$ cat src/sv/wpf_pkg.sv
`default_nettype none
package wpf_pkg;

  typedef struct packed {
    logic [1:0]  action;
    logic [31:0] coord_x;
    logic [31:0] coord_y;
    logic [31:0] coord_z;
    logic [23:0] delta_time;
  } in_word_t;

  typedef struct packed {
    logic [31:0] pos_x;
    logic [31:0] pos_y;
    logic [31:0] pos_z;
    logic [31:0] vel_x;
    logic [31:0] vel_y;
    logic [31:0] vel_z;
    logic        moving;
    logic        stopped;
    logic [1:0]  stop_reason;
    logic        queue_full;
  } out_word_t;

  localparam logic [1:0] ACT_SET  = 2'd0;
  localparam logic [1:0] ACT_APP  = 2'd1;
  localparam logic [1:0] ACT_TICK = 2'd2;

  localparam logic [1:0] RSN_NONE = 2'd0;
  localparam logic [1:0] RSN_DONE = 2'd1;
  localparam logic [1:0] RSN_ZERO = 2'd2;

  localparam logic [1:0] OP_MUL  = 2'd0;
  localparam logic [1:0] OP_ROOT = 2'd1;
  localparam logic [1:0] OP_DIV  = 2'd2;

  localparam logic [2:0] K_SQ = 3'd0;
  localparam logic [2:0] K_RT = 3'd1;
  localparam logic [2:0] K_FC = 3'd2;
  localparam logic [2:0] K_PF = 3'd3;
  localparam logic [2:0] K_MV = 3'd4;

  typedef struct packed {
    logic       latch;
    logic       set_pos;
    logic       append;
    logic       stop_zero;
    logic       load_wp;
    logic       eng_start;
    logic       eng_take;
    logic [2:0] eng_kind;
    logic [1:0] ax;
    logic       snap;
    logic       pass;
    logic       end_tick;
    logic       vel;
  } dp_cmd_t;

  typedef struct packed {
    logic [1:0] action;
    logic       active;
    logic       speed_zero;
    logic       loop_ok;
    logic       dist_zero;
    logic       can_pass;
    logic       eng_done;
  } dp_status_t;

endpackage
`default_nettype wire

$ cat src/sv/wpf_ctrl.sv
`default_nettype none
module wpf_ctrl (
  input  wire logic                clk,
  input  wire logic                rst_n,
  input  wire logic                start,
  input  wire wpf_pkg::dp_status_t status,
  output logic                     busy,
  output logic                     out_valid,
  output wpf_pkg::dp_cmd_t         cmd
);

  localparam logic [3:0] S_IDLE  = 4'd0;
  localparam logic [3:0] S_EXEC  = 4'd1;
  localparam logic [3:0] S_CHECK = 4'd2;
  localparam logic [3:0] S_FETCH = 4'd3;
  localparam logic [3:0] S_LOAD  = 4'd4;
  localparam logic [3:0] S_ENG   = 4'd5;
  localparam logic [3:0] S_WAIT  = 4'd6;
  localparam logic [3:0] S_DZ    = 4'd7;
  localparam logic [3:0] S_CMP   = 4'd8;
  localparam logic [3:0] S_ENDT  = 4'd9;
  localparam logic [3:0] S_VEL   = 4'd10;
  localparam logic [3:0] S_OUT   = 4'd11;

  logic [3:0] state_r, state_nxt;
  logic [2:0] kind_r, kind_nxt;
  logic [1:0] ax_r, ax_nxt;

  always_comb begin
    state_nxt    = state_r;
    kind_nxt     = kind_r;
    ax_nxt       = ax_r;
    cmd          = '0;
    cmd.eng_kind = kind_r;
    cmd.ax       = ax_r;
    case (state_r)
      S_IDLE: begin
        if (start) begin
          cmd.latch = 1'b1;
          state_nxt = S_EXEC;
        end
      end
      S_EXEC: begin
        ax_nxt    = 2'd0;
        state_nxt = S_VEL;
        case (status.action)
          wpf_pkg::ACT_SET: cmd.set_pos = 1'b1;
          wpf_pkg::ACT_APP: cmd.append = 1'b1;
          wpf_pkg::ACT_TICK: begin
            if (status.active && status.speed_zero) begin
              cmd.stop_zero = 1'b1;
            end else if (status.active) begin
              state_nxt = S_CHECK;
            end
          end
          default: state_nxt = S_VEL;
        endcase
      end
      S_CHECK: begin
        state_nxt = status.loop_ok ? S_FETCH : S_ENDT;
      end
      S_FETCH: begin
        state_nxt = S_LOAD;
      end
      S_LOAD: begin
        cmd.load_wp = 1'b1;
        kind_nxt    = wpf_pkg::K_SQ;
        ax_nxt      = 2'd0;
        state_nxt   = S_ENG;
      end
      S_ENG: begin
        cmd.eng_start = 1'b1;
        state_nxt     = S_WAIT;
      end
      S_WAIT: begin
        if (status.eng_done) begin
          cmd.eng_take = 1'b1;
          case (kind_r)
            wpf_pkg::K_SQ: begin
              if (ax_r != 2'd2) begin
                ax_nxt = ax_r + 2'd1;
              end else begin
                kind_nxt = wpf_pkg::K_RT;
              end
              state_nxt = S_ENG;
            end
            wpf_pkg::K_RT: state_nxt = S_DZ;
            wpf_pkg::K_FC: begin
              if (ax_r != 2'd2) begin
                ax_nxt    = ax_r + 2'd1;
                state_nxt = S_ENG;
              end else begin
                state_nxt = S_CMP;
              end
            end
            wpf_pkg::K_PF: begin
              kind_nxt  = wpf_pkg::K_MV;
              ax_nxt    = 2'd0;
              state_nxt = S_ENG;
            end
            wpf_pkg::K_MV: begin
              if (ax_r != 2'd2) begin
                ax_nxt    = ax_r + 2'd1;
                state_nxt = S_ENG;
              end else begin
                state_nxt = S_ENDT;
              end
            end
            default: state_nxt = S_ENDT;
          endcase
        end
      end
      S_DZ: begin
        if (status.dist_zero) begin
          cmd.snap  = 1'b1;
          state_nxt = S_CHECK;
        end else begin
          kind_nxt  = wpf_pkg::K_FC;
          ax_nxt    = 2'd0;
          state_nxt = S_ENG;
        end
      end
      S_CMP: begin
        if (status.can_pass) begin
          cmd.pass  = 1'b1;
          state_nxt = S_CHECK;
        end else begin
          kind_nxt  = wpf_pkg::K_PF;
          state_nxt = S_ENG;
        end
      end
      S_ENDT: begin
        cmd.end_tick = 1'b1;
        ax_nxt       = 2'd0;
        state_nxt    = S_VEL;
      end
      S_VEL: begin
        cmd.vel = 1'b1;
        if (ax_r != 2'd2) begin
          ax_nxt = ax_r + 2'd1;
        end else begin
          state_nxt = S_OUT;
        end
      end
      S_OUT: begin
        state_nxt = S_IDLE;
      end
      default: state_nxt = S_IDLE;
    endcase
  end

  always_ff @(posedge clk) begin
    if (!rst_n) begin
      state_r <= S_IDLE;
      kind_r  <= wpf_pkg::K_SQ;
      ax_r    <= 2'd0;
    end else begin
      state_r <= state_nxt;
      kind_r  <= kind_nxt;
      ax_r    <= ax_nxt;
    end
  end

  assign busy      = (state_r != S_IDLE);
  assign out_valid = (state_r == S_OUT);

endmodule
`default_nettype wire

$ cat config.mk
export PLATFORM = sky130hd
export DESIGN_NAME = wpf_ctrl
export DESIGN_NICKNAME = d
export VERILOG_FILES = /design/src/sv/wpf_pkg.sv /design/src/sv/wpf_ctrl.sv
export SDC_FILE = /design/constraint.sdc
export NUM_CORES = 1
export LEC_CHECK = 0
export ABC_CLOCK_PERIOD_IN_PS = 3350
export BUFFER_PORTS_ARGS = -buffer_cell sky130_fd_sc_hd__buf_4
export CAP_MARGIN = 20
export CORE_MARGIN = 3
export CORE_UTILIZATION = 50
export DETAILED_ROUTE_END_ITERATION = 10
export PLACE_DENSITY = 0.78
export SETUP_SLACK_MARGIN = 0.4
export SLEW_MARGIN = 20
export SYNTH_ARGS = -nofsm -noshare
export SYNTH_HDL_FRONTEND = slang
export SYNTH_SLANG_ARGS = --single-unit
$ cat constraint.sdc
create_clock -name clk -period 3.35 [get_ports clk]
set_input_delay 0.335 -clock clk [delete_from_list [all_inputs] [get_ports clk]]
set_output_delay 0.335 -clock clk [all_outputs]
set_load 0.1 [all_outputs]
Word level (Yosys, flattened, before mapping)
Cells that the tools add are included.
- register bits: 9
- input port bits: 11
- output and inout bits: 18
- logic and storage cells: 84
- add/sub/neg operators: 1
- equal/unequal tests: 26
- muxes and demuxes: 41
- reduce and logical (&&, ||, !) cells: 13
- operators with widths (kind ; count):
    case mux 4 bit (11 select lines) ; 1
    two-way mux 4 bit ; 9
    two-way mux 3 bit ; 7
    equality test 4 x 3 -> 1 bit (second input constant) ; 4
    equality test 4 bit (second input constant) ; 4
    two-way mux 1 bit ; 16
    case mux 4 bit (4 select lines) ; 1
    != test 2 bit (second input constant) ; 6
    case mux 3 bit (4 select lines) ; 1
    nonzero test 4 bit ; 3
    equality test 4 x 2 -> 1 bit (second input constant) ; 2
    case mux 2 bit (4 select lines) ; 1
    equality test 3 x 2 -> 1 bit (second input constant) ; 2
    two-way mux 2 bit ; 3
    case mux 3 bit (2 select lines) ; 1
    AND reduction 6 bit ; 1
    OR reduction 3 bit ; 2
    equality test 4 x 1 -> 1 bit (second input constant) ; 1
    logical NOT 4 bit ; 1
    case mux 2 bit (2 select lines) ; 1
    AND reduction 4 bit ; 1
    equality test 3 x 1 -> 1 bit (second input constant) ; 1
    equality test 3 bit (second input constant) ; 1
    logical NOT 3 bit ; 1
    other kinds (10) ; 10

Logic depth before layout (Yosys ltp)
Gate-level depths: netlist of run 1.
- word-level depth: 5
- depth in mapped cells: 6
- depth with buffers taken out: 6

Worst setup path before layout of run 1
Ideal clock, no wire load.
- path type: register to output
- start point: register state_r[0]
- end point: output cmd[13] (netlist name)
- arrival: 3267 ps
- data required time: 3015 ps
- slack: -252 ps
- cell stages (with the launch flop): 6
- buffers on the path: 2
- cells stage by stage: dfxtp_1 buf_4 buf_2 nor2b_1 nand2_1 nor3b_1
- RTL lines (what ; line ; source):
    start: declaration ; wpf_ctrl.sv:25 ; logic [3:0] state_r, state_nxt;
    start signal: assignment ; wpf_ctrl.sv:158 ; state_r <= state_nxt;
    end: declaration ; wpf_ctrl.sv:9 ; output wpf_pkg::dp_cmd_t cmd

==> impl_metrics.py, run 1 <==
metrics = {
    "routing": {
        "wl_met3_um": 162,
        "wl_met1_mm": 1.187,
        "drtAntennaViolNets": 0,
        "wl_met2_mm": 1.319,
        "dr.max_layer_used": "met4",
        "wirelength_mm": 2.682,
        "first_pass_iters": 4,
        "drt_iter0_drc": 28,
        "avgRoutedWirePerCell_um": 15.50,
        "vias": 1078,
        "drc": 0,
        "routed_via_density": 6.231,
    },
    "final_layout": {
        "drive_above_1_share_pct": 31.76,
        "fill_cells": 164,
        "syn_to_final_growth_pct": 23.54,
        "seq_area_um2": 180.2,
        "design_area_um2": 1215,
        "nets": 162,
        "multi_input_area_um2": 737.0,
        "antenna_cells": 0,
    },
    "clocking": {
        "insertion_delay_ns": 0.27,
        "cts_buffers": 3,
        "cts_setup_buffers": 0,
        "cts.sinks": 9,
        "cts_tree": "yes",
        "cts-root-buf": "clkbuf_4",
        "ctsHoldBuffers": 0,
        "clk_pin_slew_worst_paths_ns": 0.07,
        "post_cts_resized": 0,
        "htree_levels": 1,
        "ctsLongestPathBuffers": 2,
    },
    "synthesis": {
        "muxShareOfSynthArea_pct": 1.018,
        "synth_edf_count": 0,
        "syn_inst": 127,
        "synth_xor_area_share_pct": 0,
        "synth_area_leaders": "dfxtp_1 18%, nor2_1 4.2%, nor3_1 4.1%",
        "yosysTopAreaCellShare_pct": 18.32,
        "synth_top_family_by_area": "simple AND/OR/NAND/NOR gates",
        "ys_warn_count": 0,
        "synth_compound_area_share_pct": 27.61,
        "avgSynthCellArea_um2": 7.744,
        "ys.flop_type": "dfxtp_1",
        "syn_nets": 140,
        "ys_seq_area_share_pct": 18.32,
        "synth_fa_ha_area_share_pct": 2.545,
        "synth_simple_gate_area_share_pct": 40.84,
        "ys_ff_latch": 9,
        "syn_area_um2": 983.4,
        "post-synth-top-area-cell": "dfxtp_1",
        "synth_cell_types": 51,
        "async_flop_share_pct": 0,
    },
    "setup_path": {
        "worstPathArrival_ns": 2.08,
        "endpoint_kind": "output port",
        "crit_fanout": 24,
        "critPathBufInv": 1,
        "r2r_cells": 4,
        "critPathTopFamily": "flip-flops",
        "critPathSlowestCell": "dfxtp_1",
        "cp_cell_sequence": "nor2b_1 -> nand2_1 -> nor3b_2 -> buf_4",
        "worstSetupStartpointType": "flop",
        "cp.required_ns": 3.01,
        "critPathKind": "reg2out",
        "cpPeakStageDelay_ns": 0.86,
        "cp_num_cells": 4,
    },
    "outcome": {
        "run_status": "completed",
    },
    "floorplan": {
        "core_area_um2": 1783,
        "start_util_pct": 55.16,
        "die_h_um": 50.35,
        "die-area_um2": 2535,
        "io_pins": 29,
        "die_x_um": 50.35,
        "core.rowCount": 15,
    },
    "grt": {
        "antenna_found_initial": 0,
        "track_usage_pct": 23.68,
        "grt_max_degree": 25,
        "grt_pass1_wl_mm": 4.629,
        "first_global_vias": 982,
        "grt_overflow_total": 0,
    },
    "timing": {
        "maxSlewHeadroom_pct": 44.83,
        "tightest_slew_ns": 0.8264,
        "fmax_ghz": 0.4133,
        "rsz0062_at_grt": "false",
        "maxSlewViolCount": 0,
        "setup_tns_ns": 0,
        "setup_slack_ns": 0.9305,
        "period_needed_ns": 2.419,
        "setup_viol_count_final": 0,
        "fin_crit_sh_pct": 72.22,
        "skew_ns": 0.006069,
        "hold_violations": 0,
    },
    "placed_design": {
        "gp_congestion": 0.8774,
        "port_buffers": 28,
        "dp.final_hpwl_mm": 2.019,
        "place_area_um2": 1189,
        "dp_slack_ns": 1.252,
    },
    "flow_run": {
        "max-cap-violations": 0,
    },
    "power": {
        "p_leak_nw": 0.4970,
        "peakVddDrop_uv": 540.5,
        "power_density_nw_per_um2": 563.2,
    },
    "hold_path": {
        "worstHoldPathType": "in2reg",
        "min_path_cells": 2,
    },
}
==> cells in the final DEF, fill, tap and decap left out, types with 2 or more instances in the layout <==
cell and count:
buf_4 28, clkbuf_4 3, nand3b_1 2, nor3b_1 2
o21ai_0 4, a22o_1 2, o32ai_1 2, nor4b_4 2
o211a_1 2, and3b_1 2, and3_1 3, a31o_2 2
nand2b_1 6, o221a_2 2, and2_1 3, nand4_1 3
nor3_2 3, nor2_1 11, inv_1 8, a21oi_1 5
dfxtp_1 9, o22ai_1 2, ha_1 2, nand2_1 6
nor2b_1 5, nor3_1 5
==> synth_stat cells, types with 2 or more instances <==
| cell | count |
|---|---|
| inv_1 | 8 |
| o32ai_1 | 2 |
| nand2b_1 | 6 |
| and3b_1 | 2 |
| nor2b_1 | 5 |
| a22o_1 | 2 |
| buf_2 | 4 |
| o221a_2 | 2 |
| o21ai_0 | 4 |
| ha_1 | 2 |
| and3_1 | 3 |
| a21oi_1 | 5 |
| nor3_1 | 8 |
| dfxtp_1 | 9 |
| nor2_1 | 11 |
| nand3b_1 | 2 |
| nand4_1 | 3 |
| and2_1 | 3 |
| buf_4 | 3 |
| a31o_2 | 2 |
| o211a_1 | 2 |
| nor3b_1 | 3 |
| nand2_1 | 6 |
| clkbuf_1 | 2 |
| o22ai_1 | 2 |
==> cell families after synthesis <==
family | after synthesis
AO/OA/AOI/OAI | 34
adder cells (fa/ha/maj) | 2
buffers and inverters | 19
flip-flops | 9
multiplexers | 1
AND/OR/NAND/NOR | 62
==> final cells by class <==
type / count / area share (%)
Timing Repair Buffer: 28 / 17.30
Inverter: 8 / 2.472
Tap cell: 25 / 2.575
Multi-Input combinational cell: 99 / 60.66
Sequential cell: 9 / 14.83
Clock buffer: 4 / 2.163
==> power by group <==
part	internal [mW]	total (mW)	leakage [nW]	switching, mW
Combinational	0.130	0.407	0.409	0.277
Sequential	0.123	0.186	0.0732	0.0630
Clock	0.0462	0.0911	0.0150	0.0449
Total	0.299	0.684	0.497	0.385
==> routing by layer <==
| layer | vias up | GRT usage [%] |
|---|---|---|
| met5 | - | 0 |
| met4 | 0 | 5.381 |
| met3 | 3 | 5.638 |
| met2 | 44 | 36.30 |
| met1 | 516 | 33.39 |
| li1 | 515 | - |
==> worst paths after layout <==
path / startpoint / endpoint / slack [ns]
worst min register to register: ax_r[1] / ax_r[1] / 0.51
worst min-delay path: rst_n / state_r[0] / 0.38
worst max-delay path: state_r[0] / cmd[13] / 0.93
worst max register to register: state_r[0] / state_r[2] / 1.26
==> sequential cells by signal (all words and copies together) (netlist names) <==
register	count
state_r	4
kind_r	3
ax_r	2
==> metrics by stage <==
stage	utilization [%]	std cells	hold slack, ns	power [mW]
3_3_place_gp	66.67	169	0.4981	0.5840
4_1_cts	68.14	173	0.3724	0.6860
5_1_grt	68.14	173	0.3786	0.7266
2_1_floorplan	-	127	0.5693	0.5249
6_report	68.14	173	0.3771	0.6842
3_5_place_dp	66.67	169	0.5061	0.5937
Power figures use the tool's default switching activity.
==> inputs of run 2 (changes only) <==
--- a/config.mk
+++ b/config.mk
@@ -5,13 +5,13 @@
 export SDC_FILE = /design/constraint.sdc
 export NUM_CORES = 1
 export LEC_CHECK = 0
-export ABC_CLOCK_PERIOD_IN_PS = 3350
+export ABC_CLOCK_PERIOD_IN_PS = 1950
 export BUFFER_PORTS_ARGS = -buffer_cell sky130_fd_sc_hd__buf_4
 export CAP_MARGIN = 20
 export CORE_MARGIN = 3
-export CORE_UTILIZATION = 50
+export CORE_UTILIZATION = 46
 export DETAILED_ROUTE_END_ITERATION = 10
-export PLACE_DENSITY = 0.78
+export PLACE_DENSITY = 0.75
 export SETUP_SLACK_MARGIN = 0.4
 export SLEW_MARGIN = 20
 export SYNTH_ARGS = -nofsm -noshare
==> constraint.sdc (replaced) <==
create_clock -name clk -period 1.95 [get_ports clk]
set_input_delay 0.195 -clock clk [delete_from_list [all_inputs] [get_ports clk]]
set_output_delay 0.195 -clock clk [all_outputs]
set_load 0.1 [all_outputs]
==> run 2 against run 1 <==
  * The run now fails in global routing (5_1_grt)
  * Area after synthesis did not move
  * Synthesized cell count did not move
==> impl_metrics.py, run 2 <==
metrics = {
    "synthesis": {
        "post-synth-top-area-cell": "dfxtp_1",
        "syn_area_um2": 983.4,
        "syn_nets": 140,
        "ys_warn_count": 0,
        "yosysTopAreaCellShare_pct": 18.32,
        "ys_seq_area_share_pct": 18.32,
        "ys.flop_type": "dfxtp_1",
        "synth_cell_types": 51,
        "synth_edf_count": 0,
        "avgSynthCellArea_um2": 7.744,
        "synth.most_common_cell": "nor2_1",
        "async_flop_share_pct": 0,
        "ys_ff_latch": 9,
        "synth_common_cells": "11 x nor2_1, 9 x dfxtp_1, 8 x inv_1, 8 x nor3_1",
        "synth_area_leaders": "dfxtp_1 18%, nor2_1 4.2%, nor3_1 4.1%",
        "syn_inst": 127,
    },
    "grt": {
        "antenna_found_initial": 0,
        "grt_max_degree": 15,
    },
    "outcome": {
        "lastStage": "global routing (5_1_grt)",
        "tool.error": "[ERROR DPL-0033] detailed placement checks failed during check placement.",
        "run_status": "did not finish",
    },
    "floorplan": {
        "io_pins": 29,
        "die_h_um": 52.24,
        "core.rowCount": 16,
        "die_x_um": 52.24,
        "start_util_pct": 49.12,
    },
    "clocking": {
        "ctsLongestPathBuffers": 2,
        "cts-root-buf": "clkbuf_4",
        "ctsHoldBuffers": 0,
        "cts.sinks": 9,
        "cts_buffers": 3,
        "htree_levels": 1,
    },
    "placed_design": {
        "dp_slack_ns": 0.2330,
        "gp_congestion": 0.8491,
        "dp.final_hpwl_mm": 2.275,
        "port_buffers": 28,
    },
    "timing": {
        "crit_endpoint": "cmd[13]",
        "endpoint_type": "top-level output",
    },
}
[run 2: cell counts after synthesis]
Identical to the previous run, type by type.
[run 2: cell families after synthesis]
kind of cell             after synthesis  synth area share, %
buffers and inverters                 19                9.669
multiplexers                           1                1.018
flip-flops                             9                18.32
AND/OR/NAND/NOR                       62                40.84
adder cells (fa/ha/maj)                2                2.544
AO/OA/AOI/OAI                         34                27.61
[run 2: what timing repair did]
item | in CTS
buffers inserted | 16
gates resized for setup | 57
pin swaps | 7
endpoints found under the setup margin | 22
[run 2: metrics by stage]
step | hold WS [ns] | cells | cell area (um2)
global placement | 0.5145 | 178 | 1369
floorplan | 0.4291 | 127 | 1152
detailed placement | 0.5208 | 178 | 1369
CTS | 0.2295 | 198 | 1740
==> inputs of run 3 (changes only) <==
==> config.mk (replaced) <==
export PLATFORM = sky130hd
export DESIGN_NAME = wpf_ctrl
export DESIGN_NICKNAME = d
export VERILOG_FILES = /design/src/sv/wpf_pkg.sv /design/src/sv/wpf_ctrl.sv
export SDC_FILE = /design/constraint.sdc
export NUM_CORES = 1
export LEC_CHECK = 0
export ABC_CLOCK_PERIOD_IN_PS = 2550
export BUFFER_PORTS_ARGS = -buffer_cell sky130_fd_sc_hd__buf_4
export CAP_MARGIN = 20
export CORE_AREA = 3 3 64 66
export DETAILED_ROUTE_END_ITERATION = 10
export DIE_AREA = 0 0 67 69
export PLACE_DENSITY_LB_ADDON = 0.15
export SLEW_MARGIN = 20
export SYNTH_ARGS = -nofsm -noshare
export SYNTH_HDL_FRONTEND = slang
export SYNTH_SLANG_ARGS = --single-unit
==> constraint.sdc (replaced) <==
create_clock -name clk -period 2.55 [get_ports clk]
set_input_delay 0.255 -clock clk [delete_from_list [all_inputs] [get_ports clk]]
set_output_delay 0.255 -clock clk [all_outputs]
set_load 0.1 [all_outputs]
==> run 3 against run 2 <==
  * The run now ends clean
==> impl_metrics.py, run 3 (synthesis results as in run 1) <==
metrics = {
    "routing": {
        "vias": 1058,
        "drc": 0,
        "first_pass_iters": 5,
        "wirelength_mm": 2.858,
        "drt_iter0_drc": 41,
        "drtAntennaViolNets": 0,
        "avgRoutedWirePerCell_um": 14.43,
        "routed_via_density": 5.343,
    },
    "clocking": {
        "cts_setup_buffers": 0,
        "post_cts_resized": 0,
        "htree_levels": 1,
        "cts_buffers": 3,
        "cts-root-buf": "clkbuf_8",
        "ctsLongestPathBuffers": 2,
        "insertion_delay_ns": 0.24,
        "ctsHoldBuffers": 0,
        "cts.sinks": 9,
        "cts_tree": "yes",
        "clk_pin_slew_worst_paths_ns": 0.05,
    },
    "timing": {
        "tightest_slew_ns": 0.8208,
        "maxSlewViolCount": 0,
        "hold_violations": 0,
        "fmax_ghz": 0.4354,
        "fin_crit_sh_pct": 90.07,
        "rsz0062_at_grt": "false",
        "setup_tns_ns": 0,
        "period_needed_ns": 2.297,
        "setup_viol_count_final": 0,
        "hold_ws_ns": 0.3452,
        "maxSlewHeadroom_pct": 45.21,
        "skew_ns": 0.007737,
    },
    "power": {
        "p_leak_nw": 0.5153,
        "peakVddDrop_uv": 450.9,
        "p_switching_mw": 0.5155,
        "swShare_pct": 53.34,
        "power_frac_clock_pct": 17.6,
        "power_density_nw_per_um2": 755.0,
        "finalPower_mw": 0.9664,
        "p_comb_share_pct": 58.6,
        "intPower_mw": 0.4509,
        "pwr-share-seq_pct": 23.8,
    },
    "placed_design": {
        "dp.cells": 194,
        "gp_congestion": 0.8246,
        "place_area_um2": 1235,
        "port_buffers": 28,
        "dp.final_hpwl_mm": 2.155,
    },
    "final_layout": {
        "drive_above_1_share_pct": 33.33,
        "antenna_cells": 0,
        "reg.largest.list": "state_r: 4 flops, kind_r: 3 flops, ax_r: 2 flops",
        "design_area_um2": 1280,
        "final_cell_mix": "30 x buf_4, 10 x nor2_1, 9 x dfxtp_1",
        "largest_reg_flops": 4,
        "fill_cells": 422,
        "syn_to_final_growth_pct": 30.15,
        "final_cells": 198,
        "regMostFlops": "state_r",
        "final_common_cell": "buf_4",
        "nets": 164,
    },
    "setup_path": {
        "crit_fanout": 24,
        "endpoint_kind": "output port",
        "worstSetupStartpointType": "flop",
        "cp.required_ns": 2.30,
        "worstPathArrival_ns": 2.04,
        "critPathKind": "reg2out",
    },
    "floorplan": {
        "start_util_pct": 27.07,
        "die-area_um2": 4623,
        "core.rowCount": 22,
        "core_area_um2": 3633,
        "io_pins": 29,
        "die_h_um": 69,
        "die_x_um": 67,
    },
    "flow_run": {
        "max-cap-violations": 0,
    },
    "grt": {
        "grt_pass1_wl_mm": 4.705,
        "grt_max_degree": 25,
        "first_global_vias": 971,
        "grt_overflow_total": 0,
        "antenna_found_initial": 0,
        "track_usage_pct": 12.71,
    },
    "outcome": {
        "run_status": "completed",
    },
    "hold_path": {
        "worstHoldPathType": "in2reg",
    },
}
## run 3: power groups by stage
stage                     Clock [mW]  Sequential [mW]  Combinational, mW
after global routing           0.180            0.240              0.601
after CTS                      0.173            0.231              0.568
after floorplan                    0            0.244              0.447
final                          0.170            0.230              0.566
after detailed placement           0            0.233              0.565
after global placement             0            0.232              0.563
## run 3: final cells by class
cell class              count  area [um2]  share of cell area (%)
clock buffers               4       45.04                   3.519
multi-input cells          99       739.5                   57.77
well taps                  48       60.06                   4.692
inverters                   8       30.03                   2.346
repair buffers             30       225.2                   17.60
flip-flops and latches      9       180.2                   14.08
## run 3: metrics by stage
step           setup slack (ns)  util [%]
2_1_floorplan          -0.02703         -
3_3_place_gp             0.5531     33.99
3_5_place_dp             0.4842     33.99
4_1_cts                  0.2220     35.23
5_1_grt                 0.02197     35.23
6_report                 0.2532     35.23
## run 3: path summary, 6_finish.rpt
kind,startpoint,to,slack (ns),cells after the start
worst max-delay path,state_r[0],cmd[13],0.25,4
worst min-delay path,rst_n,state_r[0],0.35,2
worst max register to register,state_r[0],state_r[2],0.54,4
worst min register to register,ax_r[1],ax_r[1],0.52,2
## run 3: worst max-delay path, stage by stage (launching register included)
cell	delay, ns
dfxtp_1	0.85
nor2b_1	0.29
nand2_1	0.15
nor3b_2	0.20
buf_4	0.31
## run 3: metal layers
metal	wire (um)	vias to the layer above	GRT usage, %
met5	0	-	0
met4	9	0	2.027
met3	144	2	2.606
met2	1382	30	19.43
met1	1321	507	18.44
li1	-	519	-
==> inputs of run 4 (changes only) <==
--- a/config.mk
+++ b/config.mk
@@ -5,7 +5,7 @@
 export SDC_FILE = /design/constraint.sdc
 export NUM_CORES = 1
 export LEC_CHECK = 0
-export ABC_CLOCK_PERIOD_IN_PS = 2550
+export ABC_CLOCK_PERIOD_IN_PS = 3000
 export BUFFER_PORTS_ARGS = -buffer_cell sky130_fd_sc_hd__buf_4
 export CAP_MARGIN = 20
 export CORE_AREA = 3 3 64 66
==> constraint.sdc (replaced) <==
create_clock -name clk -period 3 [get_ports clk]
set_input_delay 0.3 -clock clk [delete_from_list [all_inputs] [get_ports clk]]
set_output_delay 0.3 -clock clk [all_outputs]
set_load 0.1 [all_outputs]
==> run 4 against run 3 <==
  * Sequential cell count unchanged
  * Utilization decreased by 0.48 points
  * Critical path type unchanged
  * Sequential power decreased by 8%
==> impl_metrics.py, run 4 (synthesis results as in run 1) <==
metrics = {
    "grt": {
        "track_usage_pct": 13.34,
        "grt_max_degree": 25,
        "met2_usage_pct": 20.74,
        "grt_pass1_wl_mm": 4.954,
        "grt_overflow_total": 0,
        "gr-usage-met1_pct": 18.87,
        "antenna_found_initial": 0,
        "grt.met3_usage_pct": 1.629,
        "first_global_vias": 1030,
        "top_usage_layer": "met2",
    },
    "clocking": {
        "cts_tree": "yes",
        "post_cts_resized": 0,
        "clk_pin_slew_worst_paths_ns": 0.05,
        "cts_buffers": 3,
        "cts.sinks": 9,
        "ctsHoldBuffers": 0,
        "ctsLongestPathBuffers": 2,
        "cts-root-buf": "clkbuf_8",
        "cts_setup_buffers": 0,
        "htree_levels": 1,
        "insertion_delay_ns": 0.23,
    },
    "final_layout": {
        "reg.largest.list": "state_r: 4 flops, kind_r: 3 flops, ax_r: 2 flops",
        "antenna_cells": 0,
        "drive_above_1_share_pct": 31.76,
        "final_common_cell": "buf_4",
        "regMostFlops": "state_r",
        "final_cell_mix": "28 x buf_4, 11 x nor2_1, 9 x dfxtp_1",
        "nets": 162,
        "syn_to_final_growth_pct": 28.37,
        "fill_cells": 398,
        "largest_reg_flops": 4,
    },
    "routing": {
        "wirelength_mm": 2.896,
        "drtAntennaViolNets": 0,
        "routed_via_density": 5.311,
        "drt_iter0_drc": 82,
        "first_pass_iters": 5,
        "avgRoutedWirePerCell_um": 14.78,
        "vias": 1041,
        "drc": 0,
    },
    "floorplan": {
        "core_area_um2": 3633,
        "die_h_um": 69,
        "io_pins": 29,
        "start_util_pct": 27.07,
        "core.rowCount": 22,
        "die-area_um2": 4623,
        "die_x_um": 67,
    },
    "timing": {
        "fin_crit_sh_pct": 78.65,
        "hold_violations": 0,
        "fmax_ghz": 0.4238,
        "hold_ws_ns": 0.3909,
        "setup_viol_count_final": 0,
        "rsz0062_at_grt": "false",
        "skew_ns": 0.0009789,
        "tightest_slew_ns": 0.8768,
        "setup_tns_ns": 0,
        "maxSlewHeadroom_pct": 41.47,
        "period_needed_ns": 2.360,
        "maxSlewViolCount": 0,
    },
    "power": {
        "finalPower_mw": 0.8119,
        "p_leak_nw": 0.5048,
        "peakVddDrop_uv": 600.1,
        "power_density_nw_per_um2": 643.1,
    },
    "placed_design": {
        "dp.final_hpwl_mm": 2.151,
        "port_buffers": 28,
        "gp_congestion": 0.7427,
    },
    "setup_path": {
        "worstSetupStartpointType": "flop",
        "critPathTopFamily": "flip-flops",
        "cpPeakStageDelay_ns": 0.89,
        "endpoint_kind": "output port",
        "critPathSlowestCell": "dfxtp_1",
        "critPathBufInv": 1,
        "cp.required_ns": 2.70,
        "critPathKind": "reg2out",
        "worstPathArrival_ns": 2.06,
        "crit_fanout": 24,
        "cp_cell_sequence": "nor2b_1 -> nand2_1 -> nor3b_2 -> buf_4",
    },
    "hold_path": {
        "worstHoldPathType": "in2reg",
    },
    "flow_run": {
        "max-cap-violations": 0,
    },
    "outcome": {
        "run_status": "completed",
    },
}
[run 4: final timing paths]
kind | startpoint | to | slack [ns] | cells past startpoint
max | state_r[0] | cmd[13] | 0.64 | 4
min reg2reg | ax_r[1] | ax_r[1] | 0.51 | 2
min | rst_n | state_r[0] | 0.39 | 2
max reg2reg | state_r[1] | kind_r[0] | 0.89 | 4
[run 4: through the flow]
step / instances / worst slack, ns / utilization, % / cell area, um2
after detailed placement: 192 / 0.9137 / 33.51 / 1217
after global placement: 192 / 0.9197 / 33.51 / 1217
after floorplan: 127 / 0.3030 / - / 1012
final: 196 / 0.6405 / 34.75 / 1262
after CTS: 196 / 0.6526 / 34.75 / 1262
after global routing: 196 / 0.4426 / 34.75 / 1262
[run 4: where the power goes]
group	internal, mW	leakage (nW)	switching [mW]
Sequential	0.138	0.0732	0.0732
Clock	0.0931	0.0228	0.0536
Combinational	0.146	0.409	0.308
[run 4: cell type report]
type / instances / area, um2 / area share, %
Clock buffer: 4 / 45.04 / 3.568
Multi-Input combinational cell: 99 / 737.0 / 58.37
Timing Repair Buffer: 28 / 210.2 / 16.65
Tap cell: 48 / 60.06 / 4.757
Inverter: 8 / 30.03 / 2.379
Sequential cell: 9 / 180.2 / 14.27
[run 4: per-layer routing]
layer	wire, um	share of wire [%]
met1	1299	45
met3	148	5.1
met2	1424	49
met4	23	0.79
met5	0	0
